`src/sv/alr_pkg.sv`:
```
`timescale 1ns / 1ps
// ----------------------------------------------------------------------------
// alr_pkg: shared types and constants of the adaptive linear resampler
// widths, codes, controller commands and datapath status
// ----------------------------------------------------------------------------
package alr_pkg;

  // window geometry (power of two so ring pointers wrap by truncation)
  localparam int WIN_DEPTH = 16;
  localparam int WIN_AW    = $clog2(WIN_DEPTH);
  localparam int CNT_W     = WIN_AW + 1;

  // fixed point formats
  localparam int FRAC_BITS = 16;
  localparam int PHASE_W   = FRAC_BITS;
  localparam int STEP_W    = FRAC_BITS + 2;
  localparam int ADV_W     = STEP_W + 1;
  localparam int PASS_W    = ADV_W - FRAC_BITS;

  // field widths
  localparam int OP_W      = 2;
  localparam int FILL_W    = 16;
  localparam int SAMPLE_W  = 17;
  localparam int WORD_W    = 2 * SAMPLE_W;
  localparam int PCM_W     = 16;
  localparam int STATUS_W  = 2;
  localparam int NOM_W     = 18;
  localparam int THR_W     = 16;
  localparam int LIM_W     = 13;
  localparam int CFG_IDX_W = 2;
  localparam int CFG_DAT_W = 18;

  // correction divider and step multiplier
  localparam int DIV_QW    = LIM_W + 1;
  localparam int DIV_IW    = $clog2(DIV_QW);
  localparam int NUM_W     = THR_W + 16;
  localparam int DEN_W     = THR_W + 5;
  localparam int TRIAL_W   = DEN_W + DIV_QW - 1;
  localparam int FACTOR_W  = 17;
  localparam int PROD_W    = NOM_W + FACTOR_W;
  localparam int SUM_W     = SAMPLE_W + 2;
  localparam int IPROD_W   = SAMPLE_W + 1 + PHASE_W + 1;

  localparam logic [FACTOR_W-1:0]   UNITY    = FACTOR_W'(65536);
  localparam logic [STEP_W-1:0]     STEP_MAX = '1;
  localparam logic signed [SUM_W-1:0] CLAMP_POS = SUM_W'(32768);
  localparam logic signed [SUM_W-1:0] CLAMP_NEG = -SUM_W'(32768);

  // register reset values
  localparam logic [NOM_W-1:0]  NOM_RESET  = NOM_W'(71306);
  localparam logic [THR_W-1:0]  THR_RESET  = THR_W'(4800);
  localparam logic [LIM_W-1:0]  LIM_RESET  = LIM_W'(1311);
  localparam logic [STEP_W-1:0] STEP_RESET = STEP_W'(71306);

  // operation codes
  localparam logic [OP_W-1:0] OP_PUSH  = 2'd0;
  localparam logic [OP_W-1:0] OP_BLOCK = 2'd1;
  localparam logic [OP_W-1:0] OP_TICK  = 2'd2;

  // result status codes
  localparam logic [STATUS_W-1:0] ST_NORMAL   = 2'd0;
  localparam logic [STATUS_W-1:0] ST_PREBUF   = 2'd1;
  localparam logic [STATUS_W-1:0] ST_UNDERRUN = 2'd2;
  localparam logic [STATUS_W-1:0] ST_MUTED    = 2'd3;

  // configuration register indexes
  localparam logic [CFG_IDX_W-1:0] REG_NOMINAL = 2'd0;
  localparam logic [CFG_IDX_W-1:0] REG_THRESH  = 2'd1;
  localparam logic [CFG_IDX_W-1:0] REG_LIMIT   = 2'd2;
  localparam logic [CFG_IDX_W-1:0] REG_MUTE    = 2'd3;

  typedef enum logic [3:0] {
    S_IDLE,
    S_DISPATCH,
    S_DIV,
    S_MUL,
    S_STEP,
    S_CAP_A,
    S_CAP_B,
    S_INTERP,
    S_FINISH,
    S_EMIT
  } state_t;

  typedef struct packed {
    logic                load_item;
    logic                push;
    logic                bs_enter;
    logic                step_nominal;
    logic                div_start;
    logic                div_iter;
    logic                mul;
    logic                step_write;
    logic                silence;
    logic [STATUS_W-1:0] silence_code;
    logic                underrun;
    logic                rd_next;
    logic                cap_a;
    logic                cap_b;
    logic                interp;
    logic                finish;
    logic                emit;
  } cmd_t;

  typedef struct packed {
    logic [OP_W-1:0] op;
    logic            prebuffered;
    logic            empty;
    logic            block_hold;
    logic            thr_zero;
    logic            div_last;
    logic            slot_free;
  } stat_t;

endpackage

```
`src/sv/alr_in_if.sv`:
```
`timescale 1ns / 1ps
// ----------------------------------------------------------------------------
// alr_in_if: request channel of the resampler
// valid/ready handshake with push, block start and output tick payload
// ----------------------------------------------------------------------------
interface alr_in_if;
  logic                                 valid;
  logic                                 ready;
  logic [alr_pkg::OP_W-1:0]             operation;
  logic [alr_pkg::FILL_W-1:0]           fill_level;
  logic signed [alr_pkg::SAMPLE_W-1:0]  sample_left;
  logic signed [alr_pkg::SAMPLE_W-1:0]  sample_right;
  logic                                 paused;

  modport source (
    output valid, operation, fill_level, sample_left, sample_right, paused,
    input  ready
  );
  modport sink (
    input  valid, operation, fill_level, sample_left, sample_right, paused,
    output ready
  );
endinterface

```
`src/sv/alr_out_if.sv`:
```
`timescale 1ns / 1ps
// ----------------------------------------------------------------------------
// alr_out_if: result channel of the resampler
// valid/ready handshake carrying one stereo pcm pair and a status code
// ----------------------------------------------------------------------------
interface alr_out_if;
  logic                                valid;
  logic                                ready;
  logic signed [alr_pkg::PCM_W-1:0]    out_left;
  logic signed [alr_pkg::PCM_W-1:0]    out_right;
  logic [alr_pkg::STATUS_W-1:0]        status;

  modport source (
    output valid, out_left, out_right, status,
    input  ready
  );
  modport sink (
    input  valid, out_left, out_right, status,
    output ready
  );
endinterface

```
`src/sv/alr_cfg_if.sv`:
```
`timescale 1ns / 1ps
// ----------------------------------------------------------------------------
// alr_cfg_if: configuration write channel
// valid/ready handshake carrying a register index and write data
// ----------------------------------------------------------------------------
interface alr_cfg_if;
  logic                              valid;
  logic                              ready;
  logic [alr_pkg::CFG_IDX_W-1:0]     index;
  logic [alr_pkg::CFG_DAT_W-1:0]     data;

  modport source (
    output valid, index, data,
    input  ready
  );
  modport sink (
    input  valid, index, data,
    output ready
  );
endinterface

```
`src/sv/alr_ram.sv`:
```
`timescale 1ns / 1ps
// ----------------------------------------------------------------------------
// alr_ram: generic single write, single read memory
// one write port, one read port with registered read data
// ----------------------------------------------------------------------------
module alr_ram #(
  parameter int WIDTH = 36,
  parameter int DEPTH = 16
) (
  input  logic                     clk,
  input  logic                     we,
  input  logic [$clog2(DEPTH)-1:0] waddr,
  input  logic [WIDTH-1:0]         wdata,
  input  logic [$clog2(DEPTH)-1:0] raddr,
  output logic [WIDTH-1:0]         rdata
);

  logic [WIDTH-1:0] mem [DEPTH];

  always_ff @(posedge clk) begin
    if (we) begin
      mem[waddr] <= wdata;
    end
  end

  always_ff @(posedge clk) begin
    rdata <= mem[raddr];
  end

endmodule

```
`src/sv/alr_ctrl.sv`:
```
`timescale 1ns / 1ps
// ----------------------------------------------------------------------------
// alr_ctrl: resampler sequencer
// steps each request through dispatch, correction division or interpolation
// ----------------------------------------------------------------------------
module alr_ctrl (
  input  logic           clk,
  input  logic           rst,
  input  logic           in_valid,
  output logic           in_ready,
  input  alr_pkg::stat_t stat,
  output alr_pkg::cmd_t  cmd
);

  alr_pkg::state_t state, state_next;

  always_ff @(posedge clk) begin
    if (rst) begin
      state <= alr_pkg::S_IDLE;
    end else begin
      state <= state_next;
    end
  end

  always_comb begin
    state_next = state;
    in_ready   = 1'b0;
    cmd        = '0;
    unique case (state)
      alr_pkg::S_IDLE: begin
        in_ready = 1'b1;
        if (in_valid) begin
          cmd.load_item = 1'b1;
          state_next    = alr_pkg::S_DISPATCH;
        end
      end
      alr_pkg::S_DISPATCH: begin
        state_next = alr_pkg::S_IDLE;
        case (stat.op)
          alr_pkg::OP_PUSH: begin
            cmd.push = 1'b1;
          end
          alr_pkg::OP_BLOCK: begin
            if (!stat.block_hold) begin
              cmd.bs_enter = 1'b1;
              if (stat.thr_zero) begin
                cmd.step_nominal = 1'b1;
              end else begin
                cmd.div_start = 1'b1;
                state_next    = alr_pkg::S_DIV;
              end
            end
          end
          alr_pkg::OP_TICK: begin
            if (!stat.prebuffered) begin
              cmd.silence      = 1'b1;
              cmd.silence_code = alr_pkg::ST_PREBUF;
              state_next       = alr_pkg::S_EMIT;
            end else if (stat.empty) begin
              cmd.silence      = 1'b1;
              cmd.silence_code = alr_pkg::ST_UNDERRUN;
              cmd.underrun     = 1'b1;
              state_next       = alr_pkg::S_EMIT;
            end else begin
              // head read issued this cycle
              state_next = alr_pkg::S_CAP_A;
            end
          end
          default: begin
            state_next = alr_pkg::S_IDLE;
          end
        endcase
      end
      alr_pkg::S_DIV: begin
        cmd.div_iter = 1'b1;
        if (stat.div_last) begin
          state_next = alr_pkg::S_MUL;
        end
      end
      alr_pkg::S_MUL: begin
        cmd.mul    = 1'b1;
        state_next = alr_pkg::S_STEP;
      end
      alr_pkg::S_STEP: begin
        cmd.step_write = 1'b1;
        state_next     = alr_pkg::S_IDLE;
      end
      alr_pkg::S_CAP_A: begin
        cmd.cap_a   = 1'b1;
        cmd.rd_next = 1'b1;
        state_next  = alr_pkg::S_CAP_B;
      end
      alr_pkg::S_CAP_B: begin
        cmd.cap_b  = 1'b1;
        state_next = alr_pkg::S_INTERP;
      end
      alr_pkg::S_INTERP: begin
        cmd.interp = 1'b1;
        state_next = alr_pkg::S_FINISH;
      end
      alr_pkg::S_FINISH: begin
        cmd.finish = 1'b1;
        state_next = alr_pkg::S_EMIT;
      end
      alr_pkg::S_EMIT: begin
        if (stat.slot_free) begin
          cmd.emit   = 1'b1;
          state_next = alr_pkg::S_IDLE;
        end
      end
      default: begin
        state_next = alr_pkg::S_IDLE;
      end
    endcase
  end

endmodule

```
`src/sv/alr_dp.sv`:
```
`timescale 1ns / 1ps
// ----------------------------------------------------------------------------
// alr_dp: resampler datapath
// window ring, phase and step state, correction divider, interpolator, output
// ----------------------------------------------------------------------------
module alr_dp (
  input  logic                                clk,
  input  logic                                rst,
  input  alr_pkg::cmd_t                       cmd,
  output alr_pkg::stat_t                      stat,
  input  logic [alr_pkg::OP_W-1:0]            operation,
  input  logic [alr_pkg::FILL_W-1:0]          fill_level,
  input  logic signed [alr_pkg::SAMPLE_W-1:0] sample_left,
  input  logic signed [alr_pkg::SAMPLE_W-1:0] sample_right,
  input  logic                                paused,
  input  logic                                cfg_valid,
  input  logic [alr_pkg::CFG_IDX_W-1:0]       cfg_index,
  input  logic [alr_pkg::CFG_DAT_W-1:0]       cfg_data,
  input  logic                                out_ready,
  output logic                                out_valid,
  output logic signed [alr_pkg::PCM_W-1:0]    out_left,
  output logic signed [alr_pkg::PCM_W-1:0]    out_right,
  output logic [alr_pkg::STATUS_W-1:0]        out_status
);

  // clamp to +-1.0, then move one lsb toward zero
  function automatic logic signed [alr_pkg::PCM_W-1:0] to_pcm(
    input logic signed [alr_pkg::SUM_W-1:0] s
  );
    logic signed [alr_pkg::SUM_W-1:0] c;
    logic signed [alr_pkg::SUM_W-1:0] r;
    c = s;
    if (s > alr_pkg::CLAMP_POS) begin
      c = alr_pkg::CLAMP_POS;
    end else if (s < alr_pkg::CLAMP_NEG) begin
      c = alr_pkg::CLAMP_NEG;
    end
    if (c > 0) begin
      r = c - 2'sd1;
    end else if (c < 0) begin
      r = c + 2'sd1;
    end else begin
      r = '0;
    end
    return r[alr_pkg::PCM_W-1:0];
  endfunction

  // latched request
  logic [alr_pkg::OP_W-1:0]            op_q;
  logic [alr_pkg::FILL_W-1:0]          fill_q;
  logic signed [alr_pkg::SAMPLE_W-1:0] sl_q;
  logic signed [alr_pkg::SAMPLE_W-1:0] sr_q;
  logic                                paused_q;

  // configuration
  logic [alr_pkg::NOM_W-1:0] nominal;
  logic [alr_pkg::THR_W-1:0] thr;
  logic [alr_pkg::LIM_W-1:0] lim;
  logic                      mute;

  // resampler state
  logic [alr_pkg::WIN_AW-1:0]  head;
  logic [alr_pkg::CNT_W-1:0]   count;
  logic [alr_pkg::PHASE_W-1:0] phase;
  logic [alr_pkg::STEP_W-1:0]  step;
  logic                        prebuffered;

  // divider and step multiplier
  logic [alr_pkg::NUM_W-1:0]    rem;
  logic [alr_pkg::DIV_QW-1:0]   quo;
  logic [alr_pkg::DIV_IW-1:0]   bit_idx;
  logic                         neg;
  logic [alr_pkg::PROD_W-1:0]   prod_step;

  // interpolation
  logic signed [alr_pkg::SAMPLE_W-1:0] a_l, a_r, b_l, b_r;
  logic signed [alr_pkg::IPROD_W-1:0]  prod_l, prod_r;
  logic signed [alr_pkg::PCM_W-1:0]    pend_left, pend_right;
  logic [alr_pkg::STATUS_W-1:0]        pend_status;

  // window memory
  logic                       full;
  logic                       ram_we;
  logic [alr_pkg::WIN_AW-1:0] ram_waddr, ram_raddr;
  logic [alr_pkg::WORD_W-1:0] ram_wdata, ram_rdata;

  assign full      = (count == alr_pkg::CNT_W'(alr_pkg::WIN_DEPTH));
  assign ram_we    = cmd.push && !full;
  assign ram_waddr = head + count[alr_pkg::WIN_AW-1:0];
  assign ram_wdata = {sl_q, sr_q};
  assign ram_raddr = cmd.rd_next ? head + 1'b1 : head;

  alr_ram #(
    .WIDTH (alr_pkg::WORD_W),
    .DEPTH (alr_pkg::WIN_DEPTH)
  ) u_window (
    .clk   (clk),
    .we    (ram_we),
    .waddr (ram_waddr),
    .wdata (ram_wdata),
    .raddr (ram_raddr),
    .rdata (ram_rdata)
  );

  // correction divider operands
  logic [alr_pkg::THR_W-1:0]   diff_mag;
  logic [alr_pkg::NUM_W-1:0]   num;
  logic [alr_pkg::DEN_W-1:0]   den;
  logic [alr_pkg::TRIAL_W-1:0] trial;
  logic                        fits;

  assign diff_mag = (fill_q >= thr) ? fill_q - thr : thr - fill_q;
  assign num      = {diff_mag, 16'd0};
  assign den      = {1'b0, thr, 4'd0} + {3'd0, thr, 2'd0};
  assign trial    = {{(alr_pkg::DIV_QW-1){1'b0}}, den} << bit_idx;
  assign fits     = {{(alr_pkg::TRIAL_W-alr_pkg::NUM_W){1'b0}}, rem} >= trial;

  // clamp the correction and form the step factor
  logic [alr_pkg::LIM_W-1:0]    mag;
  logic [alr_pkg::FACTOR_W-1:0] factor;
  logic [alr_pkg::ADV_W-1:0]    step_raw;

  assign mag      = (quo > {1'b0, lim}) ? lim : quo[alr_pkg::LIM_W-1:0];
  assign factor   = neg ? alr_pkg::UNITY - alr_pkg::FACTOR_W'(mag)
                        : alr_pkg::UNITY + alr_pkg::FACTOR_W'(mag);
  assign step_raw = prod_step[alr_pkg::PROD_W-1:16];

  // interpolation terms
  logic signed [alr_pkg::SAMPLE_W:0]    diff_l, diff_r;
  logic signed [alr_pkg::PHASE_W:0]     frac;
  logic signed [alr_pkg::IPROD_W-1:0]   sh_l, sh_r;
  logic signed [alr_pkg::SUM_W-1:0]     sum_l, sum_r;
  logic signed [alr_pkg::SAMPLE_W-1:0]  rd_l, rd_r;

  assign rd_l   = ram_rdata[alr_pkg::WORD_W-1:alr_pkg::SAMPLE_W];
  assign rd_r   = ram_rdata[alr_pkg::SAMPLE_W-1:0];
  assign diff_l = {b_l[alr_pkg::SAMPLE_W-1], b_l} - {a_l[alr_pkg::SAMPLE_W-1], a_l};
  assign diff_r = {b_r[alr_pkg::SAMPLE_W-1], b_r} - {a_r[alr_pkg::SAMPLE_W-1], a_r};
  assign frac   = {1'b0, phase};
  assign sh_l   = prod_l >>> alr_pkg::FRAC_BITS;
  assign sh_r   = prod_r >>> alr_pkg::FRAC_BITS;
  assign sum_l  = {{2{a_l[alr_pkg::SAMPLE_W-1]}}, a_l} + sh_l[alr_pkg::SUM_W-1:0];
  assign sum_r  = {{2{a_r[alr_pkg::SAMPLE_W-1]}}, a_r} + sh_r[alr_pkg::SUM_W-1:0];

  // phase advance and pop count
  logic [alr_pkg::ADV_W-1:0]  adv;
  logic [alr_pkg::PASS_W-1:0] npass, npop;
  logic                       mute_now;

  assign adv      = {{(alr_pkg::ADV_W-alr_pkg::PHASE_W){1'b0}}, phase}
                  + {1'b0, step};
  assign npass    = adv[alr_pkg::ADV_W-1:alr_pkg::FRAC_BITS];
  assign npop     = (alr_pkg::CNT_W'(npass) > count) ? count[alr_pkg::PASS_W-1:0] : npass;
  assign mute_now = mute && paused_q;

  // request capture
  always_ff @(posedge clk) begin
    if (cmd.load_item) begin
      op_q     <= operation;
      fill_q   <= fill_level;
      sl_q     <= sample_left;
      sr_q     <= sample_right;
      paused_q <= paused;
    end
  end

  // configuration registers
  always_ff @(posedge clk) begin
    if (rst) begin
      nominal <= alr_pkg::NOM_RESET;
      thr     <= alr_pkg::THR_RESET;
      lim     <= alr_pkg::LIM_RESET;
      mute    <= 1'b0;
    end else if (cfg_valid) begin
      unique case (cfg_index)
        alr_pkg::REG_NOMINAL: nominal <= cfg_data;
        alr_pkg::REG_THRESH:  thr     <= cfg_data[alr_pkg::THR_W-1:0];
        alr_pkg::REG_LIMIT:   lim     <= cfg_data[alr_pkg::LIM_W-1:0];
        alr_pkg::REG_MUTE:    mute    <= cfg_data[0];
        default: begin
        end
      endcase
    end
  end

  // window pointers, phase, step, prebuffer flag
  always_ff @(posedge clk) begin
    if (rst) begin
      head        <= '0;
      count       <= '0;
      phase       <= '0;
      step        <= alr_pkg::STEP_RESET;
      prebuffered <= 1'b0;
    end else begin
      if (ram_we) begin
        count <= count + 1'b1;
      end
      if (cmd.bs_enter) begin
        prebuffered <= 1'b1;
      end
      if (cmd.step_nominal) begin
        step <= nominal;
      end
      if (cmd.step_write) begin
        step <= step_raw[alr_pkg::STEP_W] ? alr_pkg::STEP_MAX
                                          : step_raw[alr_pkg::STEP_W-1:0];
      end
      if (cmd.underrun) begin
        prebuffered <= 1'b0;
        phase       <= '0;
      end
      if (cmd.finish) begin
        head  <= head + alr_pkg::WIN_AW'(npop);
        count <= count - alr_pkg::CNT_W'(npop);
        phase <= adv[alr_pkg::PHASE_W-1:0];
      end
    end
  end

  // restoring divider, one quotient bit a cycle, top bit flags saturation
  always_ff @(posedge clk) begin
    if (cmd.div_start) begin
      rem     <= num;
      quo     <= '0;
      bit_idx <= alr_pkg::DIV_IW'(alr_pkg::DIV_QW - 1);
      neg     <= (fill_q < thr);
    end else if (cmd.div_iter) begin
      if (fits) begin
        rem          <= rem - trial[alr_pkg::NUM_W-1:0];
        quo[bit_idx] <= 1'b1;
      end
      bit_idx <= bit_idx - 1'b1;
    end
    if (cmd.mul) begin
      prod_step <= alr_pkg::PROD_W'(nominal) * alr_pkg::PROD_W'(factor);
    end
  end

  // interpolation pipeline and pending result
  always_ff @(posedge clk) begin
    if (cmd.cap_a) begin
      a_l <= rd_l;
      a_r <= rd_r;
    end
    if (cmd.cap_b) begin
      // a single held sample interpolates against itself
      if (count >= alr_pkg::CNT_W'(2)) begin
        b_l <= rd_l;
        b_r <= rd_r;
      end else begin
        b_l <= a_l;
        b_r <= a_r;
      end
    end
    if (cmd.interp) begin
      prod_l <= diff_l * frac;
      prod_r <= diff_r * frac;
    end
    if (cmd.silence) begin
      pend_left   <= '0;
      pend_right  <= '0;
      pend_status <= cmd.silence_code;
    end else if (cmd.finish) begin
      pend_left   <= mute_now ? '0 : to_pcm(sum_l);
      pend_right  <= mute_now ? '0 : to_pcm(sum_r);
      pend_status <= mute_now ? alr_pkg::ST_MUTED : alr_pkg::ST_NORMAL;
    end
  end

  // output register
  always_ff @(posedge clk) begin
    if (rst) begin
      out_valid <= 1'b0;
    end else if (cmd.emit) begin
      out_valid <= 1'b1;
    end else if (out_ready) begin
      out_valid <= 1'b0;
    end
  end

  always_ff @(posedge clk) begin
    if (cmd.emit) begin
      out_left   <= pend_left;
      out_right  <= pend_right;
      out_status <= pend_status;
    end
  end

  always_comb begin
    stat.op          = op_q;
    stat.prebuffered = prebuffered;
    stat.empty       = (count == '0);
    stat.block_hold  = !prebuffered && (fill_q < thr);
    stat.thr_zero    = (thr == '0);
    stat.div_last    = (bit_idx == '0);
    stat.slot_free   = !out_valid || out_ready;
  end

endmodule

```
`src/sv/adaptive_linear_resampler_core.sv`:
```
`timescale 1ns / 1ps
// ----------------------------------------------------------------------------
// adaptive_linear_resampler_core: adaptive rate stereo linear resampler
// ring window of source pairs, drift corrected step, interpolated pcm output
// ----------------------------------------------------------------------------
// usage
//   item: one request per handshake; push a Q2.15 stereo pair, block start
//     with upstream fill level, or output tick (with paused flag)
//   result: one pcm pair and status per output tick, none for other requests
//   cfg: register writes (nominal step, prebuffer threshold, correction limit,
//     mute on pause), always ready, to be written while the block is idle
// timing
//   one request at a time; ready is high only in the idle state
//   push: dispatch; silent tick: dispatch, emit; playing tick: dispatch,
//     capture a and b, interpolate, finish, emit; block start: dispatch,
//     then the restoring divider (one quotient bit per cycle), multiply and
//     step write if drift correction runs; result is registered on emit
// reset
//   synchronous rst empties the window, zeroes the phase, restores register
//   defaults and the nominal step, and re-enters prebuffering
// backpressure
//   the result register holds while the receiver stalls; the next request is
//   still taken, and a tick only waits if its result finds the register full
// ----------------------------------------------------------------------------
module adaptive_linear_resampler_core (
  input  logic clk,
  input  logic rst,
  alr_in_if.sink    item,
  alr_out_if.source result,
  alr_cfg_if.sink   cfg
);

  // command and status bundles between sequencer and datapath
  alr_pkg::cmd_t  cmd;
  alr_pkg::stat_t stat;

  // register writes never stall
  assign cfg.ready = 1'b1;

  // sequencer: dispatch, divider loop, interpolation steps, result hand-off
  alr_ctrl u_ctrl (
    .clk      (clk),
    .rst      (rst),
    .in_valid (item.valid),
    .in_ready (item.ready),
    .stat     (stat),
    .cmd      (cmd)
  );

  // datapath: window memory, phase/step state, divider, interpolator, output
  alr_dp u_dp (
    .clk          (clk),
    .rst          (rst),
    .cmd          (cmd),
    .stat         (stat),
    .operation    (item.operation),
    .fill_level   (item.fill_level),
    .sample_left  (item.sample_left),
    .sample_right (item.sample_right),
    .paused       (item.paused),
    .cfg_valid    (cfg.valid),
    .cfg_index    (cfg.index),
    .cfg_data     (cfg.data),
    .out_ready    (result.ready),
    .out_valid    (result.valid),
    .out_left     (result.out_left),
    .out_right    (result.out_right),
    .out_status   (result.status)
  );

endmodule
```
`src/flat_wrapper.sv`:
```
// flat-port wrapper written by rule: the top's interface ports become plain ports
module adaptive_linear_resampler_core_flat 
  (clk, rst, item_valid, item_operation, item_fill_level, item_sample_left, item_sample_right, item_paused, item_ready, result_valid, result_out_left, result_out_right, result_status, result_ready, cfg_valid, cfg_index, cfg_data, cfg_ready);
  alr_in_if item_i ();
  alr_out_if result_i ();
  alr_cfg_if cfg_i ();
  input  logic clk;
  input  logic rst;
  input wire logic [$bits(item_i.valid)-1:0] item_valid;
  input wire logic [$bits(item_i.operation)-1:0] item_operation;
  input wire logic [$bits(item_i.fill_level)-1:0] item_fill_level;
  input wire logic [$bits(item_i.sample_left)-1:0] item_sample_left;
  input wire logic [$bits(item_i.sample_right)-1:0] item_sample_right;
  input wire logic [$bits(item_i.paused)-1:0] item_paused;
  output wire logic [$bits(item_i.ready)-1:0] item_ready;
  output wire logic [$bits(result_i.valid)-1:0] result_valid;
  output wire logic [$bits(result_i.out_left)-1:0] result_out_left;
  output wire logic [$bits(result_i.out_right)-1:0] result_out_right;
  output wire logic [$bits(result_i.status)-1:0] result_status;
  input wire logic [$bits(result_i.ready)-1:0] result_ready;
  input wire logic [$bits(cfg_i.valid)-1:0] cfg_valid;
  input wire logic [$bits(cfg_i.index)-1:0] cfg_index;
  input wire logic [$bits(cfg_i.data)-1:0] cfg_data;
  output wire logic [$bits(cfg_i.ready)-1:0] cfg_ready;
  assign item_i.valid = item_valid;
  assign item_i.operation = item_operation;
  assign item_i.fill_level = item_fill_level;
  assign item_i.sample_left = item_sample_left;
  assign item_i.sample_right = item_sample_right;
  assign item_i.paused = item_paused;
  assign item_ready = item_i.ready;
  assign result_valid = result_i.valid;
  assign result_out_left = result_i.out_left;
  assign result_out_right = result_i.out_right;
  assign result_status = result_i.status;
  assign result_i.ready = result_ready;
  assign cfg_i.valid = cfg_valid;
  assign cfg_i.index = cfg_index;
  assign cfg_i.data = cfg_data;
  assign cfg_ready = cfg_i.ready;
  adaptive_linear_resampler_core u_core (.clk(clk), .rst(rst), .item(item_i), .result(result_i), .cfg(cfg_i));
endmodule
```
`config.mk`:
```
export PLATFORM = sky130hd
export DESIGN_NAME = adaptive_linear_resampler_core_flat
export DESIGN_NICKNAME = d
export VERILOG_FILES = /design/src/sv/alr_pkg.sv /design/src/sv/alr_in_if.sv /design/src/sv/alr_out_if.sv /design/src/sv/alr_cfg_if.sv /design/src/sv/alr_ram.sv /design/src/sv/alr_ctrl.sv /design/src/sv/alr_dp.sv /design/src/sv/adaptive_linear_resampler_core.sv /design/src/flat_wrapper.sv
export SDC_FILE = /design/constraint.sdc
export NUM_CORES = 2
export LEC_CHECK = 0
export BUFFER_PORTS_ARGS = -buffer_cell sky130_fd_sc_hd__buf_2
export CAP_MARGIN = 20
export CORE_AREA = 3 3 511 513
export DETAILED_ROUTE_END_ITERATION = 8
export DIE_AREA = 0 0 514 516
export PLACE_DENSITY = 0.55
export REMOVE_ABC_BUFFERS = 1
export SLEW_MARGIN = 20
export SYNTH_ARGS = -nofsm -noshare
export SYNTH_HDL_FRONTEND = slang
export SYNTH_SLANG_ARGS = --single-unit
```
`constraint.sdc`:
```
create_clock -name clk -period 12.5 [get_ports clk]
set_input_delay 2.5 -clock clk [delete_from_list [all_inputs] [get_ports clk]]
set_output_delay 2.5 -clock clk [all_outputs]
set_load 0.03 [all_outputs]
```
==> metrics.csv <==
metric;value;unit
critPathSlowestCell;o311ai_2;
grt_util_met2;0.261;
grtUsageMet1;0.197;
synthArstFlopShare;0;
ys_ff_latch;970;
hold_viol;0;
io_buffers;113;
p_leak;34.6;nW
instances_no_fill;10400;
synth_edf_count;775;
wl_per_cell;19.1;um
drt-initial-drc-count;3040;
dp_cells;10200;
r2r_start;u_core.u_dp.a_r[1];
hp-class;register to register;
syn2layout_area_growth;10.9;%
io_pins;115;
clk_latency;0.79;ns
p_per_area;180;nW/um^2
period_share;0.803;
place_hpwl;140;mm
globalRoute.busiestLayer;met2;
cts_hold_buf;0;
routed_wirelength;198;mm
yosys-top-cells-count;inv_1 (1083), fa_1 (830), nand2_1 (812);
skew;0.0917;ns
r2r_setup_slack;2.46;ns
max_freq;0.0996;GHz
synth_ff_type;edfxtp_1;
first_pass_iters;5;
num_vias;50000;
cts.clk_slew.worst_paths;0.08;ns
die_area;265000;um^2
grt_pass1_vias;53000;
rows;186;
numCtsBuffers;102;
crit_path_max_incr_delay;0.65;ns
ys_warn_count;0;
max_slew.worst_pin.slew;1.10;ns
crit_fanout;7;
fin_util;0.332;
ys_top_cells_by_area;edfxtp_1 (30%), fa_1 (22%), ha_1 (7.9%);
drc;0;
regArea;27200;um^2
coreArea;257000;um^2
place.gp.congestion;0.851;
rsz0062_at_grt;no;
synth_area_leader_cell;edfxtp_1;
grt_use_met3;0.0153;
cts_sinks;970;
htree_num_levels;3;
grt_pass1_wl;312;mm
seq_area_frac_synth;0.354;
postRouteAntennaNets;0;
slew_headroom;0.265;
multi_input_area;44800;um^2
cts_root_buffer;clkbuf_16;
critPathLaunch;u_core.u_dp.a_r[1];
grt_max_degree;137;
clock_path_buffers;3;
synth_top_area_share;0.303;
nFillCells;25700;
fin_nets;8313;
viasPerCell;4.81;
antenna_found_initial;15;
postCtsSetupRepairBufs;0;
yosys.cell_count.top_type;inv_1;
fin_crit;10.04;ns
grt_overflow;0;
die_w;514;um
end_kind;register;
cp.required;12.97;ns
slew_violations;0;
synthCells;6885;
synthDistinctLibCells;104;
drive_above_1_share;0.104;
ir_worst_vdd;0.000556;V
hp-start;u_core.u_dp.u_window.rdata[33];
setup_viol;0;
syn-cell-area;76900;um^2
cts_tree;done;
die_h;516;um
cp.arrival;10.51;ns
status;completed;
path_class;register to register;
grt.total_usage;0.150;
syn_avg_cell_area;11.2;um^2
start_util;0.299;
timing.hold.ws;0.400;ns
critPathLaunchType;register;
cap_violations;0;
cts.repair.resized;0;
-- report_power, final --
part,internal (mW),leakage (nW),switching (mW),total [mW]
registers,3.90,8.61,0.0982,3.99
logic,3.49,24.3,4.72,8.21
clock network,1.75,1.69,1.39,3.14
-- cell families after synthesis --
logic type | after synthesis | synth area share
adder cells (fa/ha/maj) | 1316 | 0.295
AND/OR/NAND/NOR | 1865 | 0.118
AO/OA/AOI/OAI | 797 | 0.0684
other | 1 | 0.0000488
XOR/XNOR | 242 | 0.0278
flip-flops | 970 | 0.354
multiplexers | 312 | 0.0695
buffers and inverters | 1382 | 0.0679
-- sequential cells by signal, indices dropped and copies added (netlist names), 13 cells and up --
signal / cells
u_core.u_dp.u_window.mem: 544
u_core.u_dp.u_window.rdata: 34
u_core.u_dp.rem: 30
u_core.u_dp.prod_l: 19
u_core.u_dp.prod_r: 19
u_core.u_dp.prod_step: 19
u_core.u_dp.nominal: 18
u_core.u_dp.step: 18
u_core.u_dp.a_l: 17
u_core.u_dp.a_r: 17
u_core.u_dp.b_l: 17
u_core.u_dp.b_r: 17
u_core.u_dp.sl_q: 17
u_core.u_dp.sr_q: 17
u_core.u_dp.fill_q: 16
u_core.u_dp.out_left: 16
u_core.u_dp.out_right: 16
u_core.u_dp.pend_left: 16
u_core.u_dp.pend_right: 16
u_core.u_dp.phase: 16
u_core.u_dp.thr: 16
u_core.u_dp.quo: 14
u_core.u_dp.lim: 13
-- layout by cell type (no fill, tap or decap), types with 30 or more instances in the layout --
cell,netlist,final
inv_1,1083,1083
fa_1,830,830
nand2_1,812,812
edfxtp_1,775,775
ha_1,486,486
and2_1,333,332
a21oi_1,247,245
nor2_1,230,204
dfxtp_1,195,195
mux4_2,172,172
xnor2_1,167,166
o21ai_0,128,128
buf_2,6,112
buf_4,1,112
clkbuf_16,0,102
nor3_1,86,85
nor2b_1,85,84
mux2i_1,84,83
a21o_1,80,80
xor2_1,73,70
nand3_1,61,61
mux2_2,56,56
nand2b_1,48,48
nand4_1,35,35
a211oi_1,35,33
or3_1,30,30
-- critical path: cells and delay by family (launching register included) --
family | cells | cell delay [ns]
buffers and inverters | 6 | 0.37
AOI/OAI and AO/OA | 16 | 4.09
adders and majority gates | 8 | 3.64
xor gates and xnor gates | 1 | 0.14
and+or+nand+nor | 6 | 1.05
DFF | 1 | 0.43
-- path summary, 6_finish.rpt --
check                                 to  cells past startpoint
setup / recovery  u_core.u_dp.prod_r[34]                     37
setup reg to reg  u_core.u_dp.prod_r[34]                     37
hold reg to reg      u_core.u_dp.a_l[16]                      0
hold / removal       u_core.u_dp.a_l[16]                      0
-- cell type report --
cell class	instances	area share
Multi-Input combinational cell	4533	0.526
Clock buffer	138	0.0333
Inverter	1086	0.0478
Tap cell	3384	0.0497
Antenna cell	6	0.000176
Clock inverter	56	0.00791
Timing Repair Buffer	226	0.0169
Sequential cell	970	0.319
-- layer usage --
| metal | part of all wire | vias to the layer above |
|---|---|---|
| met1 | 0.43 | 25700 |
| met3 | 0.042 | 233 |
| met2 | 0.50 | 1061 |
| met4 | 0.023 | 0 |
| li1 | - | 23100 |
| met5 | 0 | - |
-- stage by stage --
stage	worst slack (ns)	cell area, um^2	power [mW]	setup TNS [ns]
floorplan	-2.44	75700	10.2	-82.89
global placement	2.59	81700	12.2	0
global route	1.68	85200	16.9	0
CTS	2.41	85200	15.6	0
finish	2.46	85300	15.3	0
detailed placement	2.54	81700	12.4	0
Note: power is estimated with default switching activity, not from simulation.
